===== config.mk =====
export PLATFORM = sky130hd
export DESIGN_NAME = round_robin_slice_scheduler_unit
export DESIGN_NICKNAME = d
export VERILOG_FILES = /design/src/design/rrss_pkg.sv /design/src/design/rrss_ram.sv /design/src/design/rrss_ctrl.sv /design/src/design/rrss_dp.sv /design/src/design/round_robin_slice_scheduler_unit.sv
export SDC_FILE = /design/constraint.sdc
export NUM_CORES = 1
export LEC_CHECK = 0
export BUFFER_PORTS_ARGS = -buffer_cell sky130_fd_sc_hd__buf_2
export CAP_MARGIN = 20
export CORE_UTILIZATION = 49
export DETAILED_ROUTE_END_ITERATION = 7
export PLACE_DENSITY = 0.64
export SYNTH_ARGS = -nofsm -noshare
export SYNTH_HDL_FRONTEND = slang
export SYNTH_HIERARCHICAL = 1
export SYNTH_SLANG_ARGS = --single-unit

===== constraint.sdc =====
create_clock -name clk -period 5.7 [get_ports clk]
set_input_delay 0.855 -clock clk [delete_from_list [all_inputs] [get_ports clk]]
set_output_delay 0.855 -clock clk [all_outputs]
set_load 0.02 [all_outputs]

===== src/design/rrss_pkg.sv =====
`timescale 1ns / 1ps
package rrss_pkg;

    localparam int MAX_PROCS  = 16;
    localparam int BURST_BITS = 12;

    localparam int IDX_W = (MAX_PROCS > 1) ? $clog2(MAX_PROCS) : 1;
    localparam int CNT_W = $clog2(MAX_PROCS + 1);
    localparam int CMP_W = (BURST_BITS > 8) ? BURST_BITS : 8;

    localparam int ADDR_W = 3;
    localparam logic [7:0] QUANTUM_RESET = 8'd4;
    localparam logic       REG_QUANTUM   = 1'b0;

    localparam logic [1:0] K_CLEAR   = 2'd0;
    localparam logic [1:0] K_LOAD    = 2'd1;
    localparam logic [1:0] K_ADVANCE = 2'd2;

    localparam logic [1:0] ST_ACCEPTED = 2'd0;
    localparam logic [1:0] ST_FULL     = 2'd1;
    localparam logic [1:0] ST_SLICE    = 2'd2;
    localparam logic [1:0] ST_DONE     = 2'd3;

    typedef struct packed {
        logic [1:0]  kind;
        logic [11:0] burst_time;
    } item_t;

    typedef struct packed {
        logic [1:0]  status;
        logic [3:0]  process_id;
        logic [15:0] slice_start;
        logic [7:0]  slice_length;
        logic        finished;
        logic [15:0] waiting_time;
        logic [15:0] turnaround_time;
        logic [19:0] total_waiting;
        logic [19:0] total_turnaround;
    } result_t;

    typedef struct packed {
        logic clear;
        logic load;
        logic scan_init;
        logic step;
        logic capture;
        logic slice;
        logic finish;
        logic report_done;
    } rrss_cmd_t;

    typedef struct packed {
        logic empty;
        logic hit;
        logic last;
    } rrss_stat_t;

endpackage


===== src/design/rrss_ram.sv =====
`timescale 1ns / 1ps
module rrss_ram #(
    parameter int WIDTH = 8,
    parameter int DEPTH = 16
) (
    input  logic                                          clk,
    input  logic                                          we,
    input  logic [((DEPTH > 1) ? $clog2(DEPTH) : 1)-1:0] waddr,
    input  logic [WIDTH-1:0]                              wdata,
    input  logic [((DEPTH > 1) ? $clog2(DEPTH) : 1)-1:0] raddr,
    output logic [WIDTH-1:0]                              rdata
);

    logic [WIDTH-1:0] mem [DEPTH];
    logic [WIDTH-1:0] rdata_reg;

    always_ff @(posedge clk)
    begin
        if (we)
        begin
            mem[waddr] <= wdata;
        end
        rdata_reg <= mem[raddr];
    end

    assign rdata = rdata_reg;

endmodule


===== src/design/rrss_ctrl.sv =====
`timescale 1ns / 1ps
module rrss_ctrl
    import rrss_pkg::*;
(
    input  logic       clk,
    input  logic       rst_n,
    input  logic       start,
    input  logic [1:0] kind,
    input  rrss_stat_t stat,
    output logic       busy,
    output rrss_cmd_t  cmd
);

    localparam logic [2:0] S_IDLE   = 3'd0;
    localparam logic [2:0] S_READ   = 3'd1;
    localparam logic [2:0] S_CHECK  = 3'd2;
    localparam logic [2:0] S_SLICE  = 3'd3;
    localparam logic [2:0] S_FINISH = 3'd4;

    logic [2:0] state_reg;
    logic [2:0] state_next;

    assign busy = (state_reg != S_IDLE);

    always_comb
    begin
        cmd        = '0;
        state_next = state_reg;
        case (state_reg)
            S_IDLE:
            begin
                if (start)
                begin
                    case (kind)
                        K_CLEAR:   cmd.clear = 1'b1;
                        K_LOAD:    cmd.load  = 1'b1;
                        K_ADVANCE:
                        begin
                            if (stat.empty)
                            begin
                                cmd.report_done = 1'b1;
                            end
                            else
                            begin
                                cmd.scan_init = 1'b1;
                                state_next    = S_READ;
                            end
                        end
                        default: ;
                    endcase
                end
            end
            S_READ:
            begin
                state_next = S_CHECK;
            end
            S_CHECK:
            begin
                if (stat.hit)
                begin
                    cmd.capture = 1'b1;
                    state_next  = S_SLICE;
                end
                else if (stat.last)
                begin
                    cmd.report_done = 1'b1;
                    state_next      = S_IDLE;
                end
                else
                begin
                    cmd.step   = 1'b1;
                    state_next = S_READ;
                end
            end
            S_SLICE:
            begin
                cmd.slice  = 1'b1;
                state_next = S_FINISH;
            end
            S_FINISH:
            begin
                cmd.finish = 1'b1;
                state_next = S_IDLE;
            end
            default:
            begin
                state_next = S_IDLE;
            end
        endcase
    end

    always_ff @(posedge clk or negedge rst_n)
    begin
        if (!rst_n)
        begin
            state_reg <= S_IDLE;
        end
        else
        begin
            state_reg <= state_next;
        end
    end

    // a check always follows the read that fetched its entry
    a_check_after_read: assert property (@(posedge clk) disable iff (!rst_n)
        (state_reg == S_CHECK) |-> ($past(state_reg) == S_READ))
        else $error("check state entered without a read");

    a_one_cmd: assert property (@(posedge clk) disable iff (!rst_n)
        $onehot0(cmd))
        else $error("more than one datapath command at once");

endmodule


===== src/design/rrss_dp.sv =====
`timescale 1ns / 1ps
module rrss_dp
    import rrss_pkg::*;
(
    input  logic        clk,
    input  logic        rst_n,
    input  item_t       item,
    input  logic [7:0]  quantum,
    input  rrss_cmd_t   cmd,
    output rrss_stat_t  stat,
    output logic        done,
    output result_t     result
);

    logic [CNT_W-1:0]      count_reg,    count_next;
    logic [IDX_W-1:0]      ptr_reg,      ptr_next;
    logic [15:0]           time_reg,     time_next;
    logic [19:0]           wsum_reg,     wsum_next;
    logic [19:0]           tsum_reg,     tsum_next;
    logic [IDX_W-1:0]      scan_idx_reg, scan_idx_next;
    logic [CNT_W-1:0]      scan_cnt_reg, scan_cnt_next;
    logic [BURST_BITS-1:0] rem_reg,      rem_next;
    logic [BURST_BITS-1:0] burst_reg,    burst_next;
    logic [15:0]           start_reg,    start_next;
    logic [7:0]            len_reg,      len_next;
    logic                  fin_reg,      fin_next;
    logic                  done_reg,     done_next;
    result_t               result_reg,   result_next;

    logic                  full;
    logic [BURST_BITS-1:0] load_burst;
    logic [7:0]            q_eff;
    logic [7:0]            len;
    logic [BURST_BITS-1:0] new_rem;
    logic [CNT_W-1:0]      idx_plus;
    logic [15:0]           wt;
    logic [19:0]           wsum_fin;
    logic [19:0]           tsum_fin;

    logic                  ram_we_burst;
    logic                  ram_we_rem;
    logic [IDX_W-1:0]      ram_waddr;
    logic [BURST_BITS-1:0] ram_wdata_rem;
    logic [BURST_BITS-1:0] burst_rdata;
    logic [BURST_BITS-1:0] rem_rdata;

    assign full       = (count_reg >= CNT_W'(MAX_PROCS));
    assign load_burst = BURST_BITS'(item.burst_time);
    assign q_eff      = (quantum == 8'd0) ? 8'd1 : quantum;
    assign len        = (CMP_W'(rem_reg) > CMP_W'(q_eff)) ? q_eff : 8'(rem_reg);
    assign new_rem    = rem_reg - BURST_BITS'(len);
    assign idx_plus   = CNT_W'(scan_idx_reg) + CNT_W'(1);

    // time_reg already holds the finish time, which is also the turnaround
    assign wt       = time_reg - 16'(burst_reg);
    assign wsum_fin = wsum_reg + 20'(wt);
    assign tsum_fin = tsum_reg + 20'(time_reg);

    assign stat.empty = (count_reg == '0);
    assign stat.hit   = (rem_rdata != '0);
    assign stat.last  = (CNT_W'(scan_cnt_reg + CNT_W'(1)) == count_reg);

    assign ram_we_burst  = cmd.load && !full;
    assign ram_we_rem    = (cmd.load && !full) || cmd.slice;
    assign ram_waddr     = cmd.load ? IDX_W'(count_reg) : scan_idx_reg;
    assign ram_wdata_rem = cmd.load ? load_burst : new_rem;

    rrss_ram #(
        .WIDTH (BURST_BITS),
        .DEPTH (MAX_PROCS)
    ) u_burst_ram (
        .clk   (clk),
        .we    (ram_we_burst),
        .waddr (ram_waddr),
        .wdata (load_burst),
        .raddr (scan_idx_reg),
        .rdata (burst_rdata)
    );

    rrss_ram #(
        .WIDTH (BURST_BITS),
        .DEPTH (MAX_PROCS)
    ) u_rem_ram (
        .clk   (clk),
        .we    (ram_we_rem),
        .waddr (ram_waddr),
        .wdata (ram_wdata_rem),
        .raddr (scan_idx_reg),
        .rdata (rem_rdata)
    );

    always_comb
    begin
        count_next    = count_reg;
        ptr_next      = ptr_reg;
        time_next     = time_reg;
        wsum_next     = wsum_reg;
        tsum_next     = tsum_reg;
        scan_idx_next = scan_idx_reg;
        scan_cnt_next = scan_cnt_reg;
        rem_next      = rem_reg;
        burst_next    = burst_reg;
        start_next    = start_reg;
        len_next      = len_reg;
        fin_next      = fin_reg;
        done_next     = 1'b0;
        result_next   = result_reg;

        if (cmd.clear)
        begin
            count_next  = '0;
            ptr_next    = '0;
            time_next   = '0;
            wsum_next   = '0;
            tsum_next   = '0;
            done_next   = 1'b1;
            result_next = '0;
        end

        if (cmd.load)
        begin
            done_next   = 1'b1;
            result_next = '0;
            if (full)
            begin
                result_next.status = ST_FULL;
            end
            else
            begin
                result_next.status     = ST_ACCEPTED;
                result_next.process_id = 4'(count_reg);
                count_next             = count_reg + CNT_W'(1);
            end
        end

        if (cmd.scan_init)
        begin
            scan_idx_next = (CNT_W'(ptr_reg) < count_reg) ? ptr_reg : '0;
            scan_cnt_next = '0;
        end

        // advance the cyclic scan, wrap at the table end
        if (cmd.step)
        begin
            scan_idx_next = (idx_plus == count_reg) ? '0 : IDX_W'(idx_plus);
            scan_cnt_next = scan_cnt_reg + CNT_W'(1);
        end

        if (cmd.capture)
        begin
            rem_next   = rem_rdata;
            burst_next = burst_rdata;
        end

        if (cmd.slice)
        begin
            start_next = time_reg;
            len_next   = len;
            fin_next   = (new_rem == '0);
            time_next  = time_reg + 16'(len);
            ptr_next   = (idx_plus < count_reg) ? IDX_W'(idx_plus) : '0;
        end

        if (cmd.finish)
        begin
            done_next                = 1'b1;
            result_next              = '0;
            result_next.status       = ST_SLICE;
            result_next.process_id   = 4'(scan_idx_reg);
            result_next.slice_start  = start_reg;
            result_next.slice_length = len_reg;
            if (fin_reg)
            begin
                wsum_next                   = wsum_fin;
                tsum_next                   = tsum_fin;
                result_next.finished        = 1'b1;
                result_next.waiting_time    = wt;
                result_next.turnaround_time = time_reg;
                result_next.total_waiting   = wsum_fin;
                result_next.total_turnaround = tsum_fin;
            end
            else
            begin
                result_next.total_waiting    = wsum_reg;
                result_next.total_turnaround = tsum_reg;
            end
        end

        if (cmd.report_done)
        begin
            done_next                    = 1'b1;
            result_next                  = '0;
            result_next.status           = ST_DONE;
            result_next.total_waiting    = wsum_reg;
            result_next.total_turnaround = tsum_reg;
        end
    end

    always_ff @(posedge clk or negedge rst_n)
    begin
        if (!rst_n)
        begin
            count_reg    <= '0;
            ptr_reg      <= '0;
            time_reg     <= '0;
            wsum_reg     <= '0;
            tsum_reg     <= '0;
            scan_idx_reg <= '0;
            scan_cnt_reg <= '0;
            done_reg     <= 1'b0;
        end
        else
        begin
            count_reg    <= count_next;
            ptr_reg      <= ptr_next;
            time_reg     <= time_next;
            wsum_reg     <= wsum_next;
            tsum_reg     <= tsum_next;
            scan_idx_reg <= scan_idx_next;
            scan_cnt_reg <= scan_cnt_next;
            done_reg     <= done_next;
        end
    end

    always_ff @(posedge clk)
    begin
        rem_reg    <= rem_next;
        burst_reg  <= burst_next;
        start_reg  <= start_next;
        len_reg    <= len_next;
        fin_reg    <= fin_next;
        result_reg <= result_next;
    end

    assign done   = done_reg;
    assign result = result_reg;

    a_count_bound: assert property (@(posedge clk) disable iff (!rst_n)
        count_reg <= CNT_W'(MAX_PROCS))
        else $error("process count beyond table depth");

    a_slice_nonzero: assert property (@(posedge clk) disable iff (!rst_n)
        (done_reg && result_reg.status == ST_SLICE) |-> (result_reg.slice_length != 8'd0))
        else $error("slice issued with zero length");

    a_finish_on_slice: assert property (@(posedge clk) disable iff (!rst_n)
        (done_reg && result_reg.finished) |-> (result_reg.status == ST_SLICE))
        else $error("finished flag on a result that is not a slice");

endmodule


===== src/design/round_robin_slice_scheduler_unit.sv =====
`timescale 1ns / 1ps
// Round-robin slice scheduler. An item is taken when start is high and busy is
// low; its result shows on result for one cycle with done high, and the
// receiver must take it then. Clear and load items keep busy low, so they can
// be issued every cycle, each result following in the next cycle. An advance
// item keeps busy high while it searches the table, from 1 up to the process
// count entries: the search reads one entry of the remaining-work memory at a
// time through its registered read port and checks it before the next read.
// One that issues a slice then passes through a slice and a finish state. Its
// result shows in the first cycle that busy is low again. An advance on an
// empty table keeps busy low and answers in the next cycle. The quantum
// register sits at byte address 0 of the APB port.
module round_robin_slice_scheduler_unit
    import rrss_pkg::*;
(
    input  logic              clk,
    input  logic              rst_n,
    input  logic              start,
    output logic              busy,
    input  item_t             item,
    output logic              done,
    output result_t           result,
    input  logic              psel,
    input  logic              penable,
    input  logic              pwrite,
    input  logic [ADDR_W-1:0] paddr,
    input  logic [31:0]       pwdata,
    output logic [31:0]       prdata,
    output logic              pready
);

    logic [7:0] quantum_reg;
    logic [7:0] quantum_next;
    logic       cfg_write;
    rrss_cmd_t  cmd;
    rrss_stat_t stat;

    assign pready    = 1'b1;
    assign cfg_write = psel && penable && pwrite && pready && (paddr[2] == REG_QUANTUM);
    assign quantum_next = cfg_write ? pwdata[7:0] : quantum_reg;
    assign prdata    = (paddr[2] == REG_QUANTUM) ? {24'd0, quantum_reg} : 32'd0;

    always_ff @(posedge clk or negedge rst_n)
    begin
        if (!rst_n)
        begin
            quantum_reg <= QUANTUM_RESET;
        end
        else
        begin
            quantum_reg <= quantum_next;
        end
    end

    rrss_ctrl u_ctrl (
        .clk   (clk),
        .rst_n (rst_n),
        .start (start),
        .kind  (item.kind),
        .stat  (stat),
        .busy  (busy),
        .cmd   (cmd)
    );

    rrss_dp u_dp (
        .clk     (clk),
        .rst_n   (rst_n),
        .item    (item),
        .quantum (quantum_reg),
        .cmd     (cmd),
        .stat    (stat),
        .done    (done),
        .result  (result)
    );

endmodule


# == Word-level counts from Yosys, hierarchy flattened ==
# Memories as Yosys holds them, arrays and structs flattened. A register that Yosys moved wholly into a read port is not among the register bits.
# Cells that the tools add are included.
# totals
memories,2
input_bits,55
output_inout_bits,138
word_cells,136
mem_bits_rw,384
regBits,238
# op_classes
add_sub_neg,8
order_cmp,4
mux,65
reduce_logical,20
n_eq_ne,11
bitwise_logic,1
# mem_list
name,words,word_bits,read_ports,rd_clocked_by_memory_dff,write_ports,line_no,text
u_dp.u_burst_ram.mem,16,12,1,1,1,rrss_ram.sv:14,logic [WIDTH-1:0] mem [DEPTH];
u_dp.u_rem_ram.mem,16,12,1,1,1,rrss_ram.sv:14,
# ops
cell,n
103-bit 2-to-1 mux,2
20-bit 2-to-1 mux,6
102-bit 2-to-1 mux,1
40-bit 2-to-1 mux,2
20-bit by 16-bit adder with 20-bit output,2
4-bit 2-to-1 mux,9
33-bit 2-to-1 mux,1
16-bit 2-to-1 mux,2
5-bit 2-to-1 mux,5
1-bit 2-to-1 mux,24
8-bit 2-to-1 mux,3
16-bit by 8-bit adder with 16-bit output,1
16-bit by 12-bit subtractor with 16-bit output,1
3-bit 2-to-1 mux,5
12-bit by 8-bit > comparator with 1-bit output,1
12-bit zero test,1
12-bit 2-to-1 mux,1
3-bit one-hot mux with 4 select lines,1
12-bit nonzero test,1
12-bit by 8-bit subtractor with 12-bit output,1
5-bit by 1-bit adder with 5-bit output (second input constant),2
5-bit == test,2
8-bit zero test,1
3-bit by 2-bit == test with 1-bit output (second input constant),2
other kinds (23),32

# == Longest topological paths before layout ==
# Gate-level depths: netlist of run 1.
# logic_depth
ltp_word,9
ltp_mapped,21

# == Cells and area by module ==
# Netlist of run 1, hierarchy kept.
# modules_own_cells
module,area_each_um2,seq_area_each_um2,instances,cells_each
rrss_ram,7599.8,6005.8,2,329
rrss_dp,12468.2,5810.6,1,1216
round_robin_slice_scheduler_unit,580.6,201.4,1,52
rrss_ctrl,251.5,75.1,1,27

# == Worst setup path after synthesis of run 1 ==
# OpenSTA, ideal clock, no wires.
# synth_timing
path_kind,register to register
from,register quantum_reg[2]
to,"memory u_dp/u_rem_ram/mem[0][10] (netlist name), data pin"
path_stages_with_launch,21
synth_period_minus_slack_ns,4.900
setup_time_ns,0.330
arrival_time_ns,4.570
slack_ns,0.800
path_buffers,1
cell_sequence,dfstp_2 nor4_1 a41o_1 ha_1 nor2b_1 o21a_1 o21ai_0 a21oi_1 nor2_1 o211ai_1 buf_2 mux2_2 ha_1 fa_1 nor2b_1 o31a_1 o31a_1 o21ai_0 nor4b_1 xnor2_1 o21ai_0
# synth_via
elab_chain_cells,6
# synth_lines
item,line_no,text
start: declaration,round_robin_slice_scheduler_unit.sv:32,logic [7:0] quantum_reg;
start signal: assignment,round_robin_slice_scheduler_unit.sv:51,quantum_reg <= quantum_next;
8-bit zero test,rrss_dp.sv:49,assign q_eff = (quantum == 8'd0) ? 8'd1 : quantum;
8-bit 2-to-1 mux (*),rrss_dp.sv:49,
12-bit by 8-bit > comparator with 1-bit output,rrss_dp.sv:50,assign len = (CMP_W'(rem_reg) > CMP_W'(q_eff)) ? q_eff : 8'(rem_reg);
8-bit 2-to-1 mux (*),rrss_dp.sv:50,
net u_dp.len[0],rrss_dp.sv:33,logic [7:0] len;
12-bit by 8-bit subtractor with 12-bit output (*),rrss_dp.sv:51,assign new_rem = rem_reg - BURST_BITS'(len);
12-bit 2-to-1 mux (*),rrss_dp.sv:66,assign ram_wdata_rem = cmd.load ? load_burst : new_rem;
net u_dp.ram_wdata_rem[10],rrss_dp.sv:43,logic [BURST_BITS-1:0] ram_wdata_rem;
end: declaration,rrss_ram.sv:14,
# Mark *: on every way through the listed nets, which the timed path passes. The rest lies on a longest branch.

# == Worst setup path after layout of run 1 ==
# layout_timing
from,register quantum_reg[2]
to,"memory u_dp/u_rem_ram/mem[11][9] (netlist name), data pin"
# layout_via
elab_chain_cells,6
# layout_lines
item,line_no
8-bit zero test,rrss_dp.sv:49
8-bit 2-to-1 mux (*),rrss_dp.sv:49
12-bit by 8-bit > comparator with 1-bit output,rrss_dp.sv:50
8-bit 2-to-1 mux (*),rrss_dp.sv:50
12-bit by 8-bit subtractor with 12-bit output (*),rrss_dp.sv:51
12-bit 2-to-1 mux (*),rrss_dp.sv:66
net u_dp.ram_wdata_rem[9],rrss_dp.sv:43
# Marks and branches as above.

==> results by group, run 1 <==
Status
  – Status: finished clean

Floorplan
  – Die Y: 243 um
  – Row count: 88
  – Die footprint: 0.0591 mm2
  – Core box area: 0.0576 mm2
  – Initial cell density of the core: 49.5%
  – I/O pin cnt: 193
  – Die Span X: 243 um

Final layout
  – P&R area growth vs syn: 14.1%
  – Fill cells: 4573
  – Commonest non-fill, non-tap cell in the layout: edfxtp_1
  – Final instance count without filler cells: 2955
  – Antenna Cells: 0
  – Fin nets: 2277
  – Commonest cells after routing, fill and taps aside: 473 x edfxtp_1, 142 x nand2_1, 140 x buf_2, 122 x o21ai_0, 87 x dfxtp_1
  – Post-layout util: 56.5%
  – Layout cells sized above 1: 20.1%

Drt
  – Iteration-0 DRC Markers: 1494
  – Routed WL: 65400 um
  – Wire per inst: 22.1 um
  – Drt pass-1 iters: 5
  – Vias: 17300
  – Post-route ant nets: 0
  – Vias per cell: 5.85
  – DR DRC count: 0

Global routing
  – GR Layer Usage met1: 31.5%
  – Vias in the first global route: 17100
  – Most used routing layer: met2
  – Total GRT Usage: 22.3%
  – Grt ovf: 0
  – Initial antenna violation count: 2
  – First-pass GRT wire length: 101000 um
  – Met2 Usage GRT: 35.8%
  – Largest net degree at the start of global routing: 64
  – Met3 GRT Util: 3.37%

Synth
  – Netlist cell types: 88
  – Average size of a mapped cell: 14.6 um2
  – Post-synth EDFFs: 473
  – Asr flop ratio synth: 13.3%
  – Post-Synth Simple-Gate Area: 7.91%
  – Seq/Total Area, Yosys: 63.5%
  – XOR/XNOR Fraction of Synth Area: 1.97%
  – Ys flop type: edfxtp_1
  – Synth warnings: 6
  – Synth Cell Area: 0.0285 mm2
  – Synth Register Bits: 646
  – Largest family of logic cells by synthesized area: compound AO/OA/AOI/OAI gates
  – Adder-cell share of the synthesized area: 3.86%
  – Complex-gate fraction of the synthesized area: 10.5%
  – Mux cell area share after synthesis: 9.40%
  – Post-Synthesis Cells: 1953

Placement
  – Post-DP HPWL: 43500 um
  – Cells after DPL: 2826
  – GP Congestion: 0.895
  – Input/output buffers: 141

STA
  – Final period util: 82.3%
  – Worst slew margin: 28.8%
  – Final Hold Viols: 0
  – Smallest hold slack: 0.268 ns
  – Final TNS setup: 0 ns
  – Max Slew Vio Count: 0
  – Final Skew: 0.0264 ns
  – RSZ-0062 raised after global routing: false
  – Final Setup Violations: 0
  – Fin crit period: 4.69 ns
  – Fmax: 213 MHz
  – Slew @ Worst Pin: 1.06 ns

Power
  – Worst vdd ir: 0.000323 V
  – Lkg Pwr: 12.3 nW
  – Power Dens Cells: 573 mW/mm2

Min path
  – Min-Delay Path Class: primary input to async pin

Clocking
  – # hold bufs at CTS: 0
  – Clock Latency Late Sink: 0.61 ns
  – Clock sinks: 646
  – H-Tree Level Count: 3
  – Max Buffers Root-to-Sink: 3
  – Inserted Clock Buffers: 68
  – CTS tree: built
  – CTS resizes: 0
  – Clk slew on worst S/H paths: 0.06 ns
  – Setup bufs post-CTS: 0
  – Clk root buf: clkbuf_16

Setup path
  – Critical setup path kind: register to register
  – Worst EP required: 6.09 ns
  – Reg2Reg Depth: 19
  – Critical-path maximum fanout: 16
  – FF-to-FF setup slack: 1.01 ns
  – CP startpoint kind: register
  – Worst Setup End Kind: register
  – Crit path DAT: 5.08 ns

Flow run
  – Max Cap Viol: 0
==> where the power goes <==
group	leakage (nW)	switching, mW	internal (mW)	total (mW)
logic	4.99	4.20	2.77	6.97
registers	6.14	0.760	6.36	7.12
clock network	1.13	1.81	2.74	4.54
total	12.3	6.76	11.9	18.6
==> stage by stage <==
stage               setup WS, ns  instance area (um2)  power, mW
floorplan                  0.800                28600       12.0
global placement            1.03                30100       14.0
detailed placement         0.970                30200       14.1
CTS                        0.954                32500       18.7
global route               0.625                32500       19.7
finish                      1.01                32500       18.6
==> critical path: stages, from the launching register on <==
cell and delay [ns]:
dfstp_2 0.58, nor4_1 0.06, a41o_1 0.26, ha_1 0.18, nor2b_1 0.11, o21a_1 0.12
o21ai_0 0.07, a21oi_1 0.14, nor2_1 0.06, o211ai_1 0.22, buf_4 0.26, mux2i_1 0.38
ha_1 0.29, nor2b_1 0.14, o31a_1 0.27, o31a_1 0.28, o211a_1 0.25, nor3_1 0.18
xor2_1 0.26, mux2_2 0.40
==> layout make-up <==
cell class	count	area [um2]	share of cell area [%]
sequential	646	18100	55.7
clock inverter	35	424	1.30
multi-input combinational	1164	9740	29.9
inverter	52	195	0.600
clock buffer	88	1900	5.85
timing repair buffer	205	1210	3.72
tap	765	957	2.94
==> metal layers <==
metal / up-vias / part of all wire (%)
met1: 8721 / 45
li1: 7945 / -
met2: 532 / 48
met5: - / 0
met3: 83 / 5.6
met4: 0 / 2.0
==> final timing paths <==
path,start,to
min in group clk,u_dp/u_burst_ram/rdata[6],u_dp/burst_reg[6]
max,quantum_reg[2],u_dp/u_rem_ram/mem[11][9]
min reg2reg,u_dp/u_burst_ram/rdata[6],u_dp/burst_reg[6]
max reg2reg,quantum_reg[2],u_dp/u_rem_ram/mem[11][9]
max in group asynchronous,rst_n,u_dp/scan_idx_reg[0]
min,rst_n,u_dp/wsum_reg[13]
==> logic make-up (layout without fill, tap and decap cells) <==
group	count (synthesis)	in the layout
other	2	25
buffers and inverters	166	380
and+or+nand+nor	435	435
xor gates and xnor gates	64	64
adders and majority gates	85	85
DFF	646	646
muxes	133	133
AOI/OAI and AO/OA	422	422
==> cells in the mapped netlist (7+ instances only) <==
| library cell | number | area [um2] |
|---|---|---|
| ha_1 | 80 | 1000 |
| a21oi_1 | 42 | 210 |
| nor2_1 | 69 | 259 |
| nor2b_1 | 17 | 106 |
| or4_1 | 8 | 60.1 |
| dfxtp_1 | 87 | 1740 |
| o2bb2ai_1 | 10 | 87.6 |
| o21bai_1 | 7 | 52.6 |
| or3_1 | 7 | 43.8 |
| a22oi_1 | 51 | 383 |
| o21ai_0 | 122 | 611 |
| xnor2_1 | 38 | 333 |
| mux4_2 | 66 | 1490 |
| buf_2 | 11 | 55.1 |
| o21a_1 | 18 | 135 |
| and3_1 | 14 | 87.6 |
| nand3_1 | 32 | 160 |
| nor3_1 | 31 | 155 |
| inv_1 | 51 | 191 |
| nand2b_1 | 18 | 113 |
| edfxtp_1 | 473 | 14200 |
| o211ai_1 | 12 | 90.1 |
| mux4_1 | 30 | 788 |
| nor4_1 | 13 | 81.3 |
| xor2_1 | 26 | 228 |
| nand3b_1 | 37 | 278 |
| a21o_1 | 21 | 158 |
| buf_4 | 25 | 188 |
| mux2i_1 | 11 | 110 |
| a211oi_1 | 9 | 67.6 |
| dfrtp_1 | 85 | 2130 |
| a22o_1 | 70 | 613 |
| and2_1 | 7 | 43.8 |
| nand2_1 | 143 | 537 |
| and2b_2 | 8 | 70.1 |
| clkbuf_1 | 67 | 251 |
| mux2_2 | 26 | 293 |
Note: power is estimated with default switching activity, not from simulation.
==> run 2: changes to the inputs <==
- ABC_AREA: default -> 1
- clock period: 5.7 -> 4.9 ns (I/O delays scaled with it)
==> run 2 against run 1 <==
Final area increased by 7.9%. First-iteration DRC count increased by 30%. Synthesized cell count increased by 75%. Via count increased by 35%. Hold slack got worse by 0.097 ns. Critical endpoint is now u_dp/u_rem_ram/mem[1][11].
==> results by group, run 2 <==
Status
  – Status: finished clean

Synth
  – Synth Cell Area: 0.0313 mm2 (+9.8%)
  – Commonest cells in the netlist: 1026 x nand2_1, 528 x inv_1, 473 x edfxtp_1, 387 x nand3_1, 137 x nor2_1
  – Average size of a mapped cell: 9.14 um2 (-37%)
  – Complex-gate fraction of the synthesized area: 5.75% (-4.7 points)
  – Area contributors post-synth: edfxtp_1 45%, nand2_1 12%, dfrtp_1 6.8%
  – Count leader, synth: nand2_1
  – Asr flop ratio synth: 13.3% (unchanged)
  – Seq/Total Area, Yosys: 57.8% (-5.7 points)
  – Mux cell area share after synthesis: 0% (-9.4 points)
  – Adder-cell share of the synthesized area: 3.52% (-0.34 points)
  – Post-Synth Simple-Gate Area: 22.8% (+15 points)
  – Ys flop type: edfxtp_1
  – Synth area leader: edfxtp_1
  – XOR/XNOR Fraction of Synth Area: 0.784% (-1.2 points)
  – Post-Synthesis Cells: 3424 (+75%)
  – Post-synth EDFFs: 473 (unchanged)
  – Netlist cell types: 58 (-34%)
  – Largest family of logic cells by synthesized area: simple AND/OR/NAND/NOR gates
  – Post-synth top area share: 45.4% (-4.4 points)
  – Synth warnings: 6 (unchanged)
  – Synth Register Bits: 646 (unchanged)

Setup path
  – Critical setup path kind: register to register
  – Crit path DAT: 4.58 ns (-0.50 ns)
  – CP max-delay cell: dfstp_2
  – Crit-path leading delay family: simple AND/OR/NAND/NOR gates
  – Buf+Inv Stages, Crit Path: 3 (+2)
  – Worst EP required: 5.26 ns (-0.83 ns)
  – Crit path from: quantum_reg[2]
  – Largest stage delay, worst path: 0.55 ns (-0.03 ns)
  – Cells along the critical path: inv_1 > a41oi_1 > inv_1 > ha_1 > inv_1 > a21oi_1 > o21ai_0 > nand3_1 > o2111ai_1 > nand2_1 > nand2_1 > o21ai_0 > ha_1 > a21oi_1 > nand2_1 > nand2_1 > nand4_1 > xor2_1 > nand2_1 > nand2_1
  – CP startpoint kind: register
  – Critical-path maximum fanout: 19 (+3)
  – Critical R2R Launch: quantum_reg[2]
  – Cell mode on critical path: nand2_1
  – Worst Setup End Kind: register

Min path
  – Min-Delay Path Class: primary input to async pin

Drt
  – Post-route ant nets: 0 (unchanged)
  – Iteration-0 DRC Markers: 1944 (+30%)
  – DR DRC count: 0 (unchanged)
  – Wire per inst: 17.9 um (-19%)
  – Vias: 23300 (+35%)
  – Vias per cell: 5.20 (-11%)
  – Routed WL: 80400 um (+23%)
  – Drt pass-1 iters: 7 (+2)

Global routing
  – Most used routing layer: met2
  – Largest net degree at the start of global routing: 98 (+53%)
  – Initial antenna violation count: 2 (unchanged)
  – Vias in the first global route: 21900 (+29%)
  – Grt ovf: 0 (unchanged)
  – Met2 Usage GRT: 40.3% (+4.6 points)
  – Total GRT Usage: 25.1% (+2.8 points)
  – First-pass GRT wire length: 124000 um (+23%)
  – Met3 GRT Util: 3.86% (+0.49 points)
  – GR Layer Usage met1: 34.3% (+2.7 points)

Power
  – Tot Pwr: 22.0 mW (+18%)
  – Worst vdd ir: 0.000322 V (-0.31%)
  – Power Dens Cells: 626 mW/mm2 (+9.3%)
  – Lkg Pwr: 16.1 nW (+31%)

Final layout
  – Fin nets: 3730 (+64%)
  – Layout cells sized above 1: 10.9% (-9.3 points)
  – Antenna Cells: 0 (unchanged)
  – P&R area growth vs syn: 12.2%
  – Commonest non-fill, non-tap cell in the layout: nand2_1
  – Final instance count without filler cells: 4489 (+52%)
  – Commonest cells after routing, fill and taps aside: 1026 x nand2_1, 528 x inv_1, 473 x edfxtp_1, 387 x nand3_1, 140 x buf_2

Clocking
  – Max Buffers Root-to-Sink: 3 (unchanged)
  – CTS tree: built
  – # hold bufs at CTS: 0 (unchanged)
  – H-Tree Level Count: 3 (unchanged)
  – Inserted Clock Buffers: 69 (+1.5%)
  – CTS resizes: 0 (unchanged)
  – Clk root buf: clkbuf_16
  – Setup bufs post-CTS: 0 (unchanged)
  – Clock sinks: 646 (unchanged)
  – Clk slew on worst S/H paths: 0.06 ns (about the same)
  – Clock Latency Late Sink: 0.62 ns (about the same)

STA
  – Final Hold Viols: 0 (unchanged)
  – Final Setup Violations: 0 (unchanged)
  – Worst slew margin: 23.7% (-5.1 points)
  – Final TNS setup: 0 ns (unchanged)
  – RSZ-0062 raised after global routing: false
  – Final Skew: 0.0310 ns (+0.00458 ns)
  – Slew @ Worst Pin: 1.14 ns (+0.0797 ns)
  – Smallest hold slack: 0.171 ns (-0.0968 ns)
  – Fin crit period: 4.22 ns (-0.473 ns)
  – Final period util: 86.1% (+3.8 points)
  – Fmax: 237 MHz (+11%)
  – Max Slew Vio Count: 0 (unchanged)

Floorplan
  – Die Y: 255 um (+4.7%)
  – I/O pin cnt: 193 (unchanged)
  – Row count: 92 (+4.5%)
  – Core box area: 0.0631 mm2 (+9.5%)
  – Die footprint: 0.0649 mm2 (+9.7%)
  – Initial cell density of the core: 49.6% (+0.12 points)
  – Die Span X: 255 um (+4.7%)

Placement
  – Post-DP HPWL: 53300 um (+23%)
  – Input/output buffers: 141 (unchanged)
  – Cells after DPL: 4365 (+54%)
  – GP Congestion: 0.936 (+4.6%)

Flow run
  – Max Cap Viol: 0 (unchanged)
## run 2: cell count changes after synthesis, sizes merged, moves of 42 or more
cell	delta
inv	+494
nand2	+892
buf	+76
clkbuf	-45
a22o	-42
nand3	+367
nor2	+84
mux4	-96
a22oi	-50
## run 2: kinds of logic after synthesis
kind of cell / count (synthesis)
buf+inv: 691
other cells: 2
flops: 646
compound gates: 306
simple gates: 1666
xor+xnor: 28
fa+ha+maj: 85
## run 2: stage by stage
step / setup slack [ns] / utilization (%) / area (um2)
6_report: 0.680 / 55.7 / 35100
5_1_grt: 0.145 / 55.7 / 35100
4_1_cts: 0.692 / 55.7 / 35100
2_1_floorplan: 0.113 / - / 31400
3_3_place_gp: 0.747 / 52.1 / 32900
3_5_place_dp: 0.709 / 52.1 / 32900
## run 2: final cells by class
type,instances,area [um2]
sequential,646,18100
inverter,546,2050
tap,846,1060
multi-input combinational,2110,10400
fill,5662,28000
clock buffer,86,1820
timing repair buffer,217,1280
clock inverter,38,393
## run 2: path summary, 6_finish.rpt
kind                                             endpoint  cells after the start  slack, ns
worst max-delay path            u_dp/u_rem_ram/mem[1][11]                     20       0.68
worst min-delay path                       quantum_reg[1]                      1       0.17
worst max register to register  u_dp/u_rem_ram/mem[1][11]                     20       0.68
max in group asynchronous               u_dp/wsum_reg[14]                      2       3.67
worst min register to register          u_dp/burst_reg[7]                      0       0.40
min in group clk                           quantum_reg[7]                      3       0.38
## run 2: worst reg2reg max path: stages (launching register included)
cell	delay, ns
dfstp_2	0.55
inv_1	0.07
a41oi_1	0.27
inv_1	0.07
ha_1	0.18
inv_1	0.05
a21oi_1	0.05
o21ai_0	0.15
nand3_1	0.08
o2111ai_1	0.08
nand2_1	0.33
nand2_1	0.14
o21ai_0	0.09
ha_1	0.37
a21oi_1	0.36
nand2_1	0.09
nand2_1	0.12
nand4_1	0.13
xor2_1	0.23
nand2_1	0.17
nand2_1	0.39
## run 2: metal layers
| layer | share of wire [%] | vias up | routed length, um |
|---|---|---|---|
| li1 | - | 11500 | - |
| met1 | 44 | 11000 | 35200 |
| met2 | 47 | 717 | 37500 |
| met3 | 6.5 | 152 | 5220 |
| met4 | 3.0 | 4 | 2400 |
| met5 | 0.034 | - | 27 |
## run 2: where the power goes
group          switching, mW  internal [mW]
Sequential             0.717           7.30
Clock                   2.18           2.94
Combinational           6.11           2.73
Total                   9.00           13.0
